<file path="config.mk">
export PLATFORM = sky130hd
export DESIGN_NAME = jpeg_marker_segment_walker
export DESIGN_NICKNAME = d
export VERILOG_FILES = /design/src/rtl/jmsw_pkg.sv /design/src/rtl/jpeg_marker_segment_walker.sv /design/src/rtl/jmsw_core.sv /design/src/rtl/jmsw_obuf.sv
export SDC_FILE = /design/constraint.sdc
export NUM_CORES = 1
export LEC_CHECK = 0
export ABC_AREA = 1
export BUFFER_PORTS_ARGS = -buffer_cell sky130_fd_sc_hd__buf_2
export CORE_ASPECT_RATIO = 0.5
export CORE_MARGIN = 2
export CORE_UTILIZATION = 35
export CTS_BUF_LIST = sky130_fd_sc_hd__clkbuf_2 sky130_fd_sc_hd__clkbuf_4 sky130_fd_sc_hd__clkbuf_8
export CTS_CLUSTER_DIAMETER = 40
export DETAILED_ROUTE_END_ITERATION = 7
export PLACE_DENSITY = 0.58
export SLEW_MARGIN = 30
export SYNTH_ARGS = -nofsm -noshare
export SYNTH_HDL_FRONTEND = slang
export SYNTH_SLANG_ARGS = --single-unit
</file>
<file path="constraint.sdc">
create_clock -name clock -period 9.18 [get_ports clock]
set_clock_uncertainty 0.1 [all_clocks]
set_input_delay 0.459 -clock clock [delete_from_list [all_inputs] [get_ports clock]]
set_output_delay 0.459 -clock clock [all_outputs]
set_load 0.01 [all_outputs]
</file>
<file path="src/rtl/jmsw_pkg.sv">
// types, constants and the marker classifier shared by the marker segment walker
// no dependencies
package jmsw_pkg;

   localparam int POS_WIDTH = 24;
   localparam int END_WIDTH = POS_WIDTH + 1;
   localparam int OUT_WIDTH = 24;

   localparam logic [7:0] PREFIX_BYTE = 8'hff;
   localparam logic [7:0] ID_SOI      = 8'hd8;
   localparam logic [7:0] ID_APP0     = 8'he0;
   localparam logic [7:0] ID_APP2     = 8'he2;
   localparam logic [7:0] ID_DQT      = 8'hdb;
   localparam logic [7:0] ID_SOF      = 8'hc0;
   localparam logic [7:0] ID_DHT      = 8'hc4;
   localparam logic [7:0] ID_SOS      = 8'hda;

   typedef enum logic [2:0] {
      PH_PREFIX,
      PH_ID,
      PH_LENHI,
      PH_LENLO,
      PH_SKIP,
      PH_SCAN,
      PH_DONE
   } phase_type;

   typedef enum logic [2:0] {
      ST_BUSY,
      ST_HEADER,
      ST_NOT_MARKER,
      ST_TRUNCATED,
      ST_BAD_LENGTH,
      ST_IGNORED
   } status_type;

   typedef enum logic [2:0] {
      K_NONE,
      K_SOI,
      K_APP,
      K_DQT,
      K_SOF,
      K_DHT,
      K_SOS,
      K_UNK
   } kind_type;

   typedef struct packed {
      status_type             status;
      kind_type               marker_kind;
      logic [OUT_WIDTH-1:0]   marker_offset;
      logic [OUT_WIDTH-1:0]   scan_offset;
   } result_type;

   function automatic kind_type classify(input logic [7:0] id);
      kind_type k;
      case (id)
         ID_SOI:           k = K_SOI;
         ID_APP0, ID_APP2: k = K_APP;
         ID_DQT:           k = K_DQT;
         ID_SOF:           k = K_SOF;
         ID_DHT:           k = K_DHT;
         ID_SOS:           k = K_SOS;
         default:          k = K_UNK;
      endcase
      return k;
   endfunction

endpackage

</file>
<file path="src/rtl/jpeg_marker_segment_walker.sv">
// top level of the jpeg marker segment walker: byte stream in, one status word out per byte
// depends on jmsw_pkg, jmsw_core, jmsw_obuf
//
// usage
//   req channel: one file byte per word on req_tdata, req_tlast on the final byte
//   of a buffer. after that byte the walker rearms for a new file.
//   rsp channel: exactly one word per input byte, in order. rsp_tuser carries the
//   status and the kind of the latest marker, rsp_tdata the offset of that
//   marker's 0xff and, with the header-done status, the offset of the first
//   scan data byte.
//   output: each word is registered in the result register before it appears on rsp.
//   throughput: one byte per cycle while req_tready is high, set by the single
//   update of the walker state register per byte.
//   stall: a result register plus one skid entry; req_tready drops only when
//   both hold words, so one more byte is taken while a word waits.
//   reset: synchronous, clears the walker state and both output entries;
//   req_tready is low while reset is high.
module jpeg_marker_segment_walker (
   input  logic        clock,
   input  logic        reset,
   input  logic        req_tvalid,
   output logic        req_tready,
   input  logic [7:0]  req_tdata,   // [7:0] data_byte
   input  logic        req_tlast,
   output logic        rsp_tvalid,
   input  logic        rsp_tready,
   output logic [47:0] rsp_tdata,   // [23:0] marker_offset, [47:24] scan_offset
   output logic [5:0]  rsp_tuser    // [2:0] status, [5:3] marker_kind
);
   import jmsw_pkg::*;

   logic       accept;
   logic       full;
   result_type result;
   result_type rsp_word;

   assign req_tready = !full && !reset;
   assign accept     = req_tvalid && req_tready;

   jmsw_core u_core (
      .clock     (clock),
      .reset     (reset),
      .accept    (accept),
      .data_byte (req_tdata),
      .last_byte (req_tlast),
      .result    (result)
   );

   jmsw_obuf u_obuf (
      .clock     (clock),
      .reset     (reset),
      .push      (accept),
      .push_data (result),
      .full      (full),
      .out_valid (rsp_tvalid),
      .out_ready (rsp_tready),
      .out_data  (rsp_word)
   );

   assign rsp_tdata = {rsp_word.scan_offset, rsp_word.marker_offset};
   assign rsp_tuser = {rsp_word.marker_kind, rsp_word.status};

endmodule

</file>
<file path="src/rtl/jmsw_core.sv">
// walker state registers and the per-byte next-state and result logic
// depends on jmsw_pkg
module jmsw_core (
   input  logic                clock,
   input  logic                reset,
   input  logic                accept,
   input  logic [7:0]          data_byte,
   input  logic                last_byte,
   output jmsw_pkg::result_type result
);
   import jmsw_pkg::*;

   phase_type              phase_ff, phase_in;
   logic [POS_WIDTH-1:0]   pos_ff, pos_in;
   logic [END_WIDTH-1:0]   seg_end_ff, seg_end_in;
   logic [7:0]             len_hi_ff, len_hi_in;
   kind_type               marker_ff, marker_in;
   logic [POS_WIDTH-1:0]   mstart_ff, mstart_in;

   logic [15:0]            seg_len;
   logic [END_WIDTH-1:0]   pos_next_ext;
   status_type             status;
   logic [POS_WIDTH-1:0]   scan;
   phase_type              after_seg;

   assign seg_len      = {len_hi_ff, data_byte};
   assign pos_next_ext = END_WIDTH'(pos_ff) + END_WIDTH'(1);
   assign after_seg    = (marker_ff == K_SOS) ? PH_SCAN : PH_PREFIX;

   always_comb begin
      phase_in   = phase_ff;
      seg_end_in = seg_end_ff;
      len_hi_in  = len_hi_ff;
      marker_in  = marker_ff;
      mstart_in  = mstart_ff;
      status     = ST_BUSY;
      scan       = '0;
      case (phase_ff)
         PH_PREFIX: begin
            if (data_byte != PREFIX_BYTE) begin
               status   = ST_NOT_MARKER;
               phase_in = PH_DONE;
            end else begin
               mstart_in = pos_ff;
               phase_in  = PH_ID;
            end
         end
         PH_ID: begin
            marker_in = classify(data_byte);
            phase_in  = (classify(data_byte) == K_SOI) ? PH_PREFIX : PH_LENHI;
         end
         PH_LENHI: begin
            len_hi_in = data_byte;
            phase_in  = PH_LENLO;
         end
         PH_LENLO: begin
            if (seg_len < 16'd2) begin
               status   = ST_BAD_LENGTH;
               phase_in = PH_DONE;
            end else begin
               seg_end_in = END_WIDTH'(mstart_ff) + END_WIDTH'(seg_len) + END_WIDTH'(2);
               phase_in   = (seg_len == 16'd2) ? after_seg : PH_SKIP;
            end
         end
         PH_SKIP: begin
            if (pos_next_ext == seg_end_ff) phase_in = after_seg;
         end
         PH_SCAN: begin
            status   = ST_HEADER;
            scan     = pos_ff;
            phase_in = PH_DONE;
         end
         default: begin
            status   = ST_IGNORED;
            phase_in = PH_DONE;
         end
      endcase
      pos_in = pos_ff + POS_WIDTH'(1);
      if (last_byte && status == ST_BUSY) status = ST_TRUNCATED;
   end

   // outputs reflect the marker state after this byte, before any rearm
   always_comb begin
      result.status        = status;
      result.marker_kind   = marker_in;
      result.marker_offset = OUT_WIDTH'(mstart_in);
      result.scan_offset   = OUT_WIDTH'(scan);
   end

   always_ff @(posedge clock) begin
      if (reset) begin
         phase_ff   <= PH_PREFIX;
         pos_ff     <= '0;
         seg_end_ff <= '0;
         len_hi_ff  <= '0;
         marker_ff  <= K_NONE;
         mstart_ff  <= '0;
      end else if (accept) begin
         if (last_byte) begin
            phase_ff   <= PH_PREFIX;
            pos_ff     <= '0;
            seg_end_ff <= '0;
            len_hi_ff  <= '0;
            marker_ff  <= K_NONE;
            mstart_ff  <= '0;
         end else begin
            phase_ff   <= phase_in;
            pos_ff     <= pos_in;
            seg_end_ff <= seg_end_in;
            len_hi_ff  <= len_hi_in;
            marker_ff  <= marker_in;
            mstart_ff  <= mstart_in;
         end
      end
   end

endmodule

</file>
<file path="src/rtl/jmsw_obuf.sv">
// result register with a skid stage so a byte can be taken while a word waits
// depends on jmsw_pkg
module jmsw_obuf (
   input  logic                clock,
   input  logic                reset,
   input  logic                push,
   input  jmsw_pkg::result_type push_data,
   output logic                full,
   output logic                out_valid,
   input  logic                out_ready,
   output jmsw_pkg::result_type out_data
);
   import jmsw_pkg::*;

   logic       out_valid_ff, out_valid_in;
   result_type out_ff, out_in;
   logic       skid_valid_ff, skid_valid_in;
   result_type skid_ff, skid_in;
   logic       free;

   assign free = !out_valid_ff || out_ready;

   always_comb begin
      out_valid_in  = out_valid_ff;
      out_in        = out_ff;
      skid_valid_in = skid_valid_ff;
      skid_in       = skid_ff;
      if (free) begin
         if (skid_valid_ff) begin
            out_valid_in  = 1'b1;
            out_in        = skid_ff;
            skid_valid_in = 1'b0;
         end else if (push) begin
            out_valid_in = 1'b1;
            out_in       = push_data;
         end else begin
            out_valid_in = 1'b0;
         end
      end else if (push) begin
         skid_valid_in = 1'b1;
         skid_in       = push_data;
      end
   end

   always_ff @(posedge clock) begin
      if (reset) begin
         out_valid_ff  <= 1'b0;
         skid_valid_ff <= 1'b0;
      end else begin
         out_valid_ff  <= out_valid_in;
         skid_valid_ff <= skid_valid_in;
      end
      out_ff  <= out_in;
      skid_ff <= skid_in;
   end

   assign full      = skid_valid_ff;
   assign out_valid = out_valid_ff;
   assign out_data  = out_ff;

endmodule

</file>
Yosys cells after proc, flatten, opt, wreduce, memory -nomap -nowiden
Index checks and enable logic that the tools add are counted.

Equal/unequal tests: 19. Mux-type cells: 30. $lt $le $gt $ge: 1. Add/subtract/negate cells: 4. Bitwise gates (word level): 1. Reductions and logical operators: 20.

Operators with widths (count): 24-bit two-way mux (5); 54-bit two-way mux (2); 25-bit two-way mux (3); 8-bit equality test, second input constant (7); 3-bit two-way mux (11); 24-bit by 1-bit adder with 25-bit output, second input constant (1); 24-bit by 16-bit adder with 25-bit output (1); 25-bit by 2-bit adder with 25-bit output, second input constant (1); 25-bit equality test (1); 24-bit by 1-bit adder with 24-bit output, second input constant (1); 3-bit one-hot mux with 6 select lines (1); 16-bit by 2-bit equality test with 1-bit output, second input constant (1); 16-bit by 2-bit less-than comparator with 1-bit output, second input constant (1); 8-bit two-way mux (2); 3-bit one-hot mux with 5 select lines (1); 3-bit one-hot mux with 4 select lines (1); 3-bit equality test, second input constant (3); 8-bit inequality test, second input constant (1); 2-bit AND reduction (4); 3-bit by 1-bit equality test with 1-bit output, second input constant (2); 3-bit by 2-bit equality test with 1-bit output, second input constant (2); 3-bit zero test (2); 2-bit nonzero test (3); 2-bit two-way mux (2); 10 further kinds (16).

Output and inout port bits: 56. Logic and storage cells: 91. Flip-flop bits (word level): 197. Input bits: 13.

Longest topological paths before layout
Gate-level depths: netlist of the first run.

Depth after elaboration: 8. Mapped depth: 19.

Modules after synthesis
From an unflattened synthesis of the first run, not the netlist that was laid out.

Cells, all modules: 1329. Area, all modules: 10364.9 µm².

By module, submodules not included: jmsw_core (cells an instance 1030, times used 1, area each 6236.0 µm²); jmsw_obuf (cells an instance 293, times used 1, area each 4101.4 µm²); jpeg_marker_segment_walker (cells an instance 6, times used 1, area each 27.5 µm²).

Worst setup path after synthesis of the first run
Ideal clock, no wire load.

Path type: register to register. Start: register u_obuf.skid_valid_ff (netlist: u_obuf.full). End: register u_obuf.skid_ff[0] in the netlist's numbering, enable pin. Period minus slack after synthesis: 3978 ps. Data arrival time: 3412 ps. Slack: 5202 ps. Stages on the path, launching flop included: 6. Setup time: 466 ps. Data required time: 8614 ps. Cells stage by stage: dfxtp_1 clkbuf_1 nor2_1 nand2_1 clkbuf_1 nor2_1.

Cells in the longest elaborated chain, start to end: 4.

RTL lines: start: declaration (RTL line jmsw_obuf.sv:17) `logic skid_valid_ff, skid_valid_in;`; start signal: assignment (RTL line jmsw_obuf.sv:51) `skid_valid_ff <= skid_valid_in;`; 1-bit zero test (RTL line jpeg_marker_segment_walker.sv:37) `assign req_tready = !full && !reset;`; 1-bit logical AND (RTL line jpeg_marker_segment_walker.sv:37); via req_tready (RTL line jpeg_marker_segment_walker.sv:22) `output logic req_tready,`; 1-bit logical AND (RTL line jpeg_marker_segment_walker.sv:38) `assign accept = req_tvalid && req_tready;`; 2-bit AND reduction (no line); end signal: assignment (RTL line jmsw_obuf.sv:54) `skid_ff <= skid_in;`; end: declaration (RTL line jmsw_obuf.sv:18) `result_type skid_ff, skid_in;`.

The timed path passes the listed nets, and every way through them passes these cells. A chain may end at the register's enable or synchronous reset.

Final worst setup path of the first run
Start: register u_core.mstart_ff[1]. End: register u_core.seg_end_ff[21].

Cells in the longest elaborated chain, start to end: 5.

RTL lines: start: declaration (RTL line jmsw_core.sv:18) `logic [POS_WIDTH-1:0] mstart_ff, mstart_in;`; start signal: assignment (RTL line jmsw_core.sv:112) `mstart_ff <= mstart_in;`; 24-bit by 16-bit adder with 25-bit output (RTL line jmsw_core.sv:61) `seg_end_in = END_WIDTH'(mstart_ff) + END_WIDTH'(seg_len) + END_WIDTH'(2);`; 25-bit by 2-bit adder with 25-bit output (RTL line jmsw_core.sv:61); 25-bit two-way mux (RTL line jmsw_core.sv:57) `if (seg_len < 16'd2) begin`; 25-bit two-way mux (RTL line jmsw_core.sv:38) `case (phase_ff)`; 25-bit two-way mux (RTL line jmsw_core.sv:99) `if (last_byte) begin`; end signal: assignment (RTL line jmsw_core.sv:109) `seg_end_ff <= seg_end_in;`; end: declaration (RTL line jmsw_core.sv:15) `logic [END_WIDTH-1:0] seg_end_ff, seg_end_in;`.

No other way between the ends. The select of a mux whose other input is x is not followed.

==> results of run 1 <==
## flip-flops by register name, summed over array words and instances (netlist names)
signal             count
u_core.len_hi_ff       8
u_core.pos_ff         24
u_obuf.out_data       54
u_obuf.out_valid       1
u_core.phase_ff        3
u_obuf.skid_ff        54
u_core.seg_end_ff     25
u_core.mstart_ff      24
u_obuf.full            1
u_core.marker_ff       3
## worst max-delay path, delay by kind of cell (launching register included)
kind | cells | cell delay, ns
fa+ha+maj | 3 | 0.88
compound gates | 5 | 1.07
flops | 1 | 0.35
simple gates | 4 | 0.44
buf+inv | 4 | 0.30
## cell families after synthesis
logic type | Yosys count | synth area share, %
xor+xnor | 8 | 0.6731
fa+ha+maj | 34 | 4.159
buf+inv | 206 | 7.752
flops | 197 | 48.27
simple gates | 712 | 29.24
compound gates | 197 | 9.904
## through the flow
step                util (%)  area (µm²)  setup WS [ns]
floorplan                  -       10410          5.203
CTS                    39.48       11500          5.924
detailed placement     38.12       11100          5.635
global route           39.48       11500          5.599
global placement       38.12       11100          5.765
finish                 39.48       11500          5.899
## power by group through the flow
stage / clock, mW / combinational (mW) / sequential, mW
2_1_floorplan: 0 / 0.0488 / 0.972
3_3_place_gp: 0 / 0.0895 / 0.966
3_5_place_dp: 0 / 0.0910 / 0.967
4_1_cts: 0.589 / 0.0910 / 0.947
5_1_grt: 0.620 / 0.101 / 0.948
6_report: 0.576 / 0.0910 / 0.946
## final cells by class
type | instances | share of cell area, %
Sequential cell | 197 | 43.71
Tap cell | 391 | 4.255
Inverter | 156 | 5.093
Clock buffer | 17 | 2.035
Multi-Input combinational cell | 951 | 40.01
Timing Repair Buffer | 76 | 3.482
Clock inverter | 15 | 1.415
## worst max path at each step
| stage | end |
|---|---|
| 2_1_floorplan | u_obuf.skid_ff[0] |
| 3_3_place_gp | u_core.seg_end_ff[21] |
| 3_5_place_dp | u_core.seg_end_ff[21] |
| 4_1_cts | u_core.seg_end_ff[21] |
| 5_1_grt | u_core.seg_end_ff[21] |
| 6_report | u_core.seg_end_ff[21] |
## cell usage after synthesis, drive strengths merged
| cell | instances | area share (%) |
|---|---|---|
| nand2 | 455 | 17 |
| inv | 156 | 5.6 |
| nor2 | 113 | 4.7 |
| a21oi | 110 | 5.3 |
| edfxtp | 108 | 31 |
| nand3 | 93 | 4.5 |
| dfxtp | 89 | 17 |
| o21ai | 70 | 3.4 |
| clkbuf | 37 | 1.3 |
| ha | 33 | 4.0 |
| nand4 | 14 | 0.84 |
| buf | 13 | 0.78 |
| nor3 | 12 | 0.58 |
| nand3b | 9 | 0.65 |
| or2 | 9 | 0.54 |
| nor4 | 5 | 0.30 |
| xor2 | 5 | 0.42 |
| a31oi | 3 | 0.18 |
| o21bai | 3 | 0.22 |
| xnor2 | 3 | 0.25 |
| a21o | 2 | 0.14 |
| o21a | 2 | 0.14 |
| a211oi | 1 | 0.072 |
| a21boi | 1 | 0.072 |
| a41oi | 1 | 0.084 |
| and2 | 1 | 0.060 |
| fa | 1 | 0.19 |
| o211ai | 1 | 0.072 |
| o22ai | 1 | 0.060 |
| o31a | 1 | 0.084 |
| o41ai | 1 | 0.084 |
| or4 | 1 | 0.11 |
## per-layer routing
layer	up-vias	share of wire (%)
met4	0	0.55
met2	262	40
met1	4252	52
met3	12	7.3
li1	4497	-
met5	-	0
==> metrics.txt, run 1 <==
Reg2Reg Depth 16; GR Util All Layers 18.84%; I/O pin cnt 69; leakage power total 4.755 nW; final period demand of the worst path 3.281 ns; worst rel slew slack 34.83%; Post-Route Hold Slack 0.1997 ns; GR Overflow Total 0; slew of the pin with the lowest slew margin 0.9776 ns; Crit Path Class flip-flop to flip-flop; via/cell ratio 5.004; switching pwr 0.4203 mW; share of post-route cells with drive strength above 1 12.04%; via count of the first global-routing pass 8360; endpoint arrival time on the critical path 3.52 ns; register area 5026 µm²; number of H-tree levels 4; clock share of power 35.7%; Worst Hold Class primary input to flip-flop; average cell area after synthesis 7.688 µm²; Final TNS setup 0 ns; setup repair after global routing missed its margin false; number of nets in the synthesized netlist 1401; count of placed standard cells including taps 1771; element type at the critical path end flip-flop; slowest library cell on the worst path fa_1; post-CTS repair timing setup buffer count 0; Critical R2R Launch u_core.mstart_ff[1]; most common cell after layout, fill and taps aside nand2_1; worst-skew pair later-pin latency 0.50 ns; final layout net count 1446; Worst Path Max Fanout 4; wire length of the first global-routing pass 45610 µm; routability-driven placement congestion ratio 0.9224; initial antenna violation count 0; internal power summed over all cells 1.192 mW; count of filler cells inserted in the layout 2961; Resized cells post-CTS 0; number of diodes 0; total number of yosys warnings 0; initial standard-cell utilization of the core 35.74%; core area 29120 µm²; IO buf count 68; vertical extent of the die 126.0 µm; length of the first detailed-routing pass in iterations 7; drt initial violations 709; multi-input gate area in the final layout 4601 µm²; total count of hold-check failures in the final report 0; hold endpoint u_core.len_hi_ff[3]; clock sinks 197; final cycle utilization of the critical path 35.74%; most frequent cells in the layout 439 x nand2_1, 137 x inv_1, 110 x a21oi_1; CTS root buffer clkbuf_8; Post-CTS Hold Fix Bufs 0; reg-to-reg slack, setup 5.90 ns; Distinct cells, synth 44; sequential fraction of design power 58.7%; setup-violating endpoint count in the final report 0; Max Slew Vio Count 0; Die Area 31220 µm²; highest clock rate 304.8 MHz; crit path launch u_core.mstart_ff[1]; Avg WL per Cell 15.83 µm; most frequent cell on the critical path inv_1; Comb pwr share 5.6%; Max clock buf depth 2; Overall Power 1.613 mW; TritonCTS clock tree yes; via count 9023; clock buffers created by TritonCTS 17; pin count of the biggest net entering global routing 87; Worst IR Drop VDD 0.07951 mV; cells after synthesis 1354; clock slew at the register clock pins of the worst setup and hold paths 0.11 ns; sequential element share of the synthesized area 48.27%; maximum single-stage delay on the critical path 0.41 ns; switching part of the total 26.06%; number of instances on the worst hold path 3; met3 layer usage reported by global route 4.028%; Cell Pwr Density 140.3 nW/µm²; signed area change from the synthesized netlist to the final layout 10.46%; ANT nets after route 0; met2 usage 25.68%; post-DP HPWL 20850 µm; element type at the critical path start flip-flop; Max-Cap Viols 0; Most Crowded Layer GR met1; critical hold path startpoint req_tdata[3]; CP cell instances inv_1 -> ha_1 -> inv_1 -> ha_1 -> inv_1 -> fa_1 -> inv_1 -> nand3_1 -> a21oi_1 -> nor2_1 -> o21ai_0 -> a21boi_0 -> o21ai_0 -> nand3_1 -> nand3_1 -> a21oi_1; floorplan die width 247.9 µm; required arrival time at the worst endpoint 9.42 ns; final non-filler cell total 1803; Residual DRC 0; overall routed net length 28540 µm; flip-flop and latch count after synthesis 197; FF-to-FF End u_core.seg_end_ff[21]; Synth Cell Area 10410 µm²; met1 track demand over resource in global routing 30.10%; outcome finished, final reports clean; number of standard-cell rows in the floorplan 44
(Power assumes the default switching activity.)
==> run 2: changes to the inputs <==
--- a/config.mk
+++ b/config.mk
@@ -5,7 +5,7 @@
 export SDC_FILE = /design/constraint.sdc
 export NUM_CORES = 1
 export LEC_CHECK = 0
-export ABC_AREA = 1
+export ABC_AREA = 0
 export BUFFER_PORTS_ARGS = -buffer_cell sky130_fd_sc_hd__buf_2
 export CORE_ASPECT_RATIO = 0.5
 export CORE_MARGIN = 2
@@ -13,7 +13,7 @@
 export CTS_BUF_LIST = sky130_fd_sc_hd__clkbuf_2 sky130_fd_sc_hd__clkbuf_4 sky130_fd_sc_hd__clkbuf_8
 export CTS_CLUSTER_DIAMETER = 40
 export DETAILED_ROUTE_END_ITERATION = 7
-export PLACE_DENSITY = 0.58
+export PLACE_DENSITY = 0.6
 export SLEW_MARGIN = 30
 export SYNTH_ARGS = -nofsm -noshare
 export SYNTH_HDL_FRONTEND = slang
==> constraint.sdc (replaced) <==
create_clock -name clock -period 2.9 [get_ports clock]
set_clock_uncertainty 0.1 [all_clocks]
set_input_delay 0.145 -clock clock [delete_from_list [all_inputs] [get_ports clock]]
set_output_delay 0.145 -clock clock [all_outputs]
set_load 0.01 [all_outputs]
==> run 2 against run 1 <==
Via count fell by 14%. Clock power grew to 3.3 times the previous value. Critical path depth unchanged. Die area is 3.6% lower. First-iteration DRC count down 1.8%. Design area increased by 1.9%. Synthesized cell count decreased by 29%. Worst hold slack got worse by 0.14 ns. Synthesized area fell by 3.7%. Combinational power rose to 4.3 times the previous value. Setup slack got worse by 5.8 ns. Global-route usage fell by 1.3 points. Critical path type is now primary input to flip-flop. Largest cell class unchanged.
==> metrics.txt, run 2 <==
vertical extent of the die 123.7 µm (-1.8%); required arrival time at the worst endpoint 3.17 ns (-6.25 ns); most frequent cell after synthesis edfxtp_1; routability-driven placement congestion ratio 0.8701 (-5.7%); Most Crowded Layer GR met1; most frequent cells in the layout 108 x edfxtp_1, 99 x nor2_1, 84 x dfxtp_1; clock buffers created by TritonCTS 17 (unchanged); sequential element share of the synthesized area 50.10% (+1.8 points); Avg WL per Cell 17.98 µm (+14%); average cell area after synthesis 10.44 µm² (+36%); clock slew at the register clock pins of the worst setup and hold paths 0.11 ns (about the same); Max-Cap Viols 0 (unchanged); Reg2Reg Depth 14 (-2); via/cell ratio 5.346 (+6.8%); met3 layer usage reported by global route 3.275% (-0.75 points); Synth top cells by count 108 x edfxtp_1, 102 x nor2_1, 89 x dfxtp_1; share of the synthesized area in the top cell type 32.34% (+1.2 points); GR Util All Layers 17.53% (-1.3 points); number of diodes 0 (unchanged); endpoint arrival time on the critical path 3.09 ns (-0.43 ns); share of post-route cells with drive strength above 1 26.00% (+14 points); Overall Power 5.358 mW (+230%); drt initial violations 696 (-1.8%); number of enable-type register cells in the synthesized netlist 108 (unchanged); initial standard-cell utilization of the core 35.92% (+0.17 points); length of the first detailed-routing pass in iterations 5 (-2); element type at the critical path end flip-flop; number of H-tree levels 4 (unchanged); number of standard-cell rows in the floorplan 43 (-2.3%); Non-Filler Cell Area, Final 11720 µm² (+1.9%); worst setup slack before clock tree synthesis -0.05687 ns (-5.692 ns); largest area contributor in the netlist edfxtp_1; post-DP HPWL 18680 µm (-10%); IO buf count 68 (unchanged); Max Slew Vio Count 0 (unchanged); setup-violating endpoint count in the final report 0 (unchanged); slew of the pin with the lowest slew margin 0.7701 ns (-0.2075 ns); floorplan die width 243.4 µm (-1.8%); number of instances on the worst hold path 3 (unchanged); total count of hold-check failures in the final report 0 (unchanged); outcome finished, final reports clean; Post-Route Hold Slack 0.06416 ns (-0.1355 ns); core area 27920 µm² (-4.1%); setup repair after global routing missed its margin true; Crit Path Class primary input to flip-flop; cells after synthesis 961 (-29%); Cell Pwr Density 457.1 nW/µm² (+230%); worst rel slew slack 48.66% (+14 points); highest clock rate 355.0 MHz; Die Area 30110 µm² (-3.6%); predominant post-synthesis flop cell edfxtp_1; final period demand of the worst path 2.817 ns; leakage power total 4.524 nW (-4.9%); count of filler cells inserted in the layout 2615 (-12%); final cycle utilization of the critical path 97.13%; wire length of the first global-routing pass 40820 µm (-11%); Distinct cells, synth 64 (+45%); number of nets in the synthesized netlist 1008 (-28%); Residual DRC 0 (unchanged); Worst IR Drop VDD 0.2719 mV (+240%); Area after DPL 11090 µm² (about the same); met1 track demand over resource in global routing 26.75% (-3.4 points); flip-flop and latch count after synthesis 197 (unchanged); Worst Hold Class primary input to flip-flop; ANT nets after route 0 (unchanged); GR Overflow Total 0 (unchanged); multi-input gate area in the final layout 4746 µm² (+3.2%); overall routed net length 26170 µm (-8.3%); fraction of registers with async set/reset 0% (unchanged); I/O pin cnt 69 (unchanged); CTS root buffer clkbuf_8; pin count of the biggest net entering global routing 59 (-32%); TritonCTS clock tree yes; signed area change from the synthesized netlist to the final layout 16.87%; via count 7778 (-14%); met2 usage 25.00% (-0.68 points); final layout net count 1107 (-23%); final core area utilization 41.98% (+2.5 points); via count of the first global-routing pass 7155 (-14%); total number of yosys warnings 0 (unchanged); most common cell after layout, fill and taps aside edfxtp_1; Synth Cell Area 10030 µm² (-3.7%); worst-skew pair later-pin latency 0.49 ns (about the same); leading cell types by total area after synthesis edfxtp_1 32%, dfxtp_1 18%, mux2_2 8.3%; element type at the critical path start primary input; register area 5031 µm² (about the same); Worst Path Max Fanout 4 (unchanged); setup ws final 0.08332 ns (-5.816 ns); initial antenna violation count 0 (unchanged); Max clock buf depth 2 (unchanged); clock sinks 197 (unchanged)
[run 2: changes by cell type after synthesis, moves of 46 or more]
cell	previous run	this run
nand2_1	440	53
inv_1	137	15
nand3_1	92	17
mux2_2	0	74
a21oi_1	110	60
a22oi_1	0	46
[run 2: worst paths after layout]
check	to	slack, ns	from
setup / recovery	u_core.seg_end_ff[19]	0.08	req_tdata[1]
hold / removal	u_core.pos_ff[16]	0.06	reset
setup reg to reg	u_core.seg_end_ff[19]	0.09	u_core.mstart_ff[1]
hold reg to reg	u_core.seg_end_ff[21]	0.38	u_core.seg_end_ff[21]
[run 2: cells by family after synthesis]
group | after synthesis | share of synthesized area, %
compound gates | 217 | 13.59
xor+xnor | 43 | 3.755
fa+ha+maj | 34 | 4.316
buf+inv | 81 | 3.356
flops | 197 | 50.10
mux | 77 | 8.608
simple gates | 312 | 16.28
[run 2: stage by stage]
stage	instances	setup TNS (ns)
final	1455	0
after global routing	1455	-0.1045
after CTS	1453	0
after detailed placement	1408	-0.1617
after global placement	1408	-0.06103
after floorplan	961	0
[run 2: report_power, final]
group	switching (mW)	internal (mW)	leakage (nW)
clock network	0.984	0.936	0.224
logic	0.245	0.146	2.57
registers	0.0507	3.00	1.73
total	1.28	4.08	4.52
[run 2: final cells by class]
cell class / instances / area share, %
Tap cell: 382 / 4.078
Sequential cell: 197 / 42.92
Multi-Input combinational cell: 683 / 40.49
Timing Repair Buffer: 146 / 8.348
Inverter: 15 / 0.5017
Clock inverter: 11 / 1.249
Clock buffer: 21 / 2.412
[run 2: repair_timing]
action | 4_1_cts | 5_1_grt
hold buffers | 11 | 0
endpoints found under the hold margin | 11 | 0
buffers inserted | 2 | 2
pin swaps | 7 | 11
endpoints found under the setup margin | 4 | 10
resized for setup | 7 | 16
[run 2: critical path, stage by stage]
cell,delay [ns]
dlygate4sd3_1,0.53
buf_2,0.14
inv_2,0.08
ha_4,0.21
inv_4,0.05
ha_4,0.12
inv_2,0.04
fa_2,0.38
nor2b_2,0.16
o21ai_2,0.08
a21boi_2,0.17
o211ai_1,0.16
a311oi_2,0.40
o211ai_1,0.17
xor2_1,0.18
o21ai_1,0.07
[run 2: per-layer routing]
metal / share of wire, % / routed length (µm)
met5: 0 / 0
met4: 1.4 / 357
met3: 5.5 / 1452
met2: 41 / 10770
met1: 52 / 13580
==> run 3: changes to the inputs <==
--- a/config.mk
+++ b/config.mk
@@ -14,7 +14,7 @@
 export CTS_CLUSTER_DIAMETER = 40
 export DETAILED_ROUTE_END_ITERATION = 7
 export PLACE_DENSITY = 0.6
-export SLEW_MARGIN = 30
+export SLEW_MARGIN = 0
 export SYNTH_ARGS = -nofsm -noshare
 export SYNTH_HDL_FRONTEND = slang
 export SYNTH_SLANG_ARGS = --single-unit
==> constraint.sdc (replaced) <==
create_clock -name clock -period 2.9 [get_ports clock]
set_clock_uncertainty 0.1 [all_clocks]
set_input_delay 0.145 -clock clock [delete_from_list [all_inputs] [get_ports clock]]
set_output_delay 0.145 -clock clock [all_outputs]
set_load 0.02 [all_outputs]
==> run 3 against run 2 <==
Worst hold slack about the same. Sequential share of layout area about the same. Flip-flop and latch count unchanged. Register-to-register slack about the same. Via count about the same. Critical endpoint unchanged. Global-route usage unchanged.
==> metrics.txt, run 3 (synthesis results as in run 2) <==
outcome finished, final reports clean; Die Area 30110 µm² (unchanged); vertical extent of the die 123.7 µm (unchanged); setup-violating endpoint count in the final report 0 (unchanged); setup repair after global routing missed its margin true; routability-driven placement congestion ratio 0.8701 (unchanged); floorplan die width 243.4 µm (unchanged); final non-filler cell total 1455 (unchanged); final core area utilization 41.97% (about the same); number of diodes 0 (unchanged); clock share of power 35.7% (about the same); required arrival time at the worst endpoint 3.17 ns (about the same); I/O pin cnt 69 (unchanged); slew of the pin with the lowest slew margin 1.018 ns (+0.2482 ns); most common cell after layout, fill and taps aside edfxtp_1; number of H-tree levels 4 (unchanged); worst rel slew slack 31.86% (-17 points); element type at the critical path start primary input; CTS root buffer clkbuf_8; Max Slew Vio Count 0 (unchanged); core area 27920 µm² (unchanged); register area 5031 µm² (unchanged); kind of cell with the highest combined delay on the critical path compound AO/OA/AOI/OAI gates; most frequent cells in the layout 108 x edfxtp_1, 100 x nor2_1, 84 x dfxtp_1; slowest library cell on the worst path dlygate4sd3_1; Worst Hold Class primary input to flip-flop; clock buffers created by TritonCTS 17 (unchanged); endpoint arrival time on the critical path 3.09 ns (about the same); total routed wire length on the met1 layer 13570 µm (-0.13%); worst-skew pair later-pin latency 0.49 ns (about the same); Worst IR Drop VDD 0.2722 mV (+0.12%); met2 routed wirelength 10700 µm (-0.70%); number of standard-cell rows in the floorplan 43 (unchanged); final layout net count 1107 (unchanged); via count of the first global-routing pass 7155 (unchanged); met3 routed WL 1484 µm (+2.2%); internal power summed over all cells 4.079 mW (about the same); element type at the critical path end flip-flop; uppermost signal routing layer after detailed routing met4; clock slew at the register clock pins of the worst setup and hold paths 0.11 ns (about the same); multi-input gate area in the final layout 4743 µm² (about the same); count of filler cells inserted in the layout 2617 (+0.076%); Residual DRC 0 (unchanged); Worst Path Max Fanout 4 (unchanged); pin count of the biggest net entering global routing 59 (unchanged); leakage power total 4.525 nW (about the same); initial antenna violation count 0 (unchanged); ANT nets after route 0 (unchanged); number of buffers and inverters on the critical path 5 (unchanged); TritonCTS clock tree yes; setup ws final 0.08101 ns (-0.002316 ns); drt initial violations 696 (unchanged); Crit Path Class primary input to flip-flop; Max-Cap Viols 0 (unchanged); Area after DPL 11090 µm² (unchanged); Non-Filler Cell Area, Final 11720 µm² (about the same); total count of hold-check failures in the final report 0 (unchanged); Final TNS setup 0 ns (unchanged); switching pwr 1.309 mW (+2.3%); Avg WL per Cell 17.97 µm (about the same); length of the first detailed-routing pass in iterations 6 (+1); wire length of the first global-routing pass 40820 µm (unchanged); switching part of the total 24.30% (+0.41 points); overall routed net length 26150 µm (about the same); GR Overflow Total 0 (unchanged); GR Util All Layers 17.53% (unchanged); count of placed standard cells including taps 1408 (unchanged); Comb pwr share 7.8% (+0.5 points); signed area change from the synthesized netlist to the final layout 16.84% (about the same); Max clock buf depth 2 (unchanged); maximum single-stage delay on the critical path 0.53 ns (about the same); clock sinks 197 (unchanged); share of post-route cells with drive strength above 1 25.91% (-0.093 points); initial standard-cell utilization of the core 35.92% (unchanged); via count 7775 (-0.039%); Cell Pwr Density 459.7 nW/µm² (+0.57%); final cycle utilization of the critical path 97.21% (about the same); post-DP HPWL 18680 µm (unchanged); highest clock rate 354.7 MHz (about the same); worst setup slack before clock tree synthesis -0.05687 ns (unchanged); sequential fraction of design power 56.6% (-0.3 points); CP cell instances dlygate4sd3_1 -> buf_2 -> inv_2 -> ha_4 -> inv_4 -> ha_4 -> inv_2 -> fa_2 -> nor2b_2 -> o21ai_2 -> a21boi_2 -> o211ai_1 -> a311oi_2 -> o211ai_1 -> xor2_1 -> o21ai_1; final period demand of the worst path 2.819 ns (+0.002316 ns); via/cell ratio 5.344 (about the same); IO buf count 68 (unchanged)
[run 3: worst register-to-register path: stages (launching register included)]
cell and delay (ns):
dfxtp_2 0.35, inv_2 0.05, ha_4 0.21, inv_4 0.05
ha_4 0.12, inv_2 0.04, fa_2 0.38, nor2b_2 0.16
o21ai_2 0.08, a21boi_2 0.17, o211ai_1 0.16, a311oi_2 0.40
o211ai_1 0.17, xor2_1 0.18, o21ai_1 0.07
[run 3: layout make-up]
type	count	area share (%)
inverters	15	0.5018
repair buffers	146	8.349
clock inverters	11	1.249
flip-flops and latches	197	42.93
well taps	382	4.079
multi-input cells	683	40.48
clock buffers	21	2.413
[run 3: layer usage]
layer / track usage [%] / up-vias
li1: - / 3763
met1: 26.75 / 3735
met2: 25.00 / 244
met3: 3.275 / 33
met4: 4.831 / 0
met5: 0 / -
[run 3: metrics by stage]
stage,power (mW),hold slack [ns]
6_report,5.387,0.06433
5_1_grt,5.593,0.04926
4_1_cts,5.429,0.05123
3_5_place_dp,3.510,0.3693
3_3_place_gp,3.504,0.3568
2_1_floorplan,3.363,0.1933
[run 3: timing repair]
action                                  4_1_cts  5_1_grt
endpoints found under the setup margin        4       10
gates resized for setup                       7       16
hold buffers                                 11        0
buffers inserted                              2        2
gates cloned                                  0        0
pin swaps                                     7       11
hold endpoints to repair                     11        0
[run 3: path summary, 6_finish.rpt]
| check | slack [ns] | depth (start not counted) | start | end |
|---|---|---|---|---|
| max | 0.08 | 16 | req_tdata[1] | u_core.seg_end_ff[19] |
| min | 0.06 | 3 | reset | u_core.pos_ff[16] |
| max reg2reg | 0.09 | 14 | u_core.mstart_ff[1] | u_core.seg_end_ff[19] |
| min reg2reg | 0.38 | 2 | u_core.seg_end_ff[21] | u_core.seg_end_ff[21] |
[run 3: power groups by stage]
stage | Combinational [mW] | Sequential (mW) | Clock (mW)
floorplan | 0.232 | 3.13 | 0
global route | 0.461 | 3.06 | 2.08
finish | 0.419 | 3.05 | 1.92
CTS | 0.415 | 3.05 | 1.97
detailed placement | 0.400 | 3.11 | 0
global placement | 0.396 | 3.11 | 0
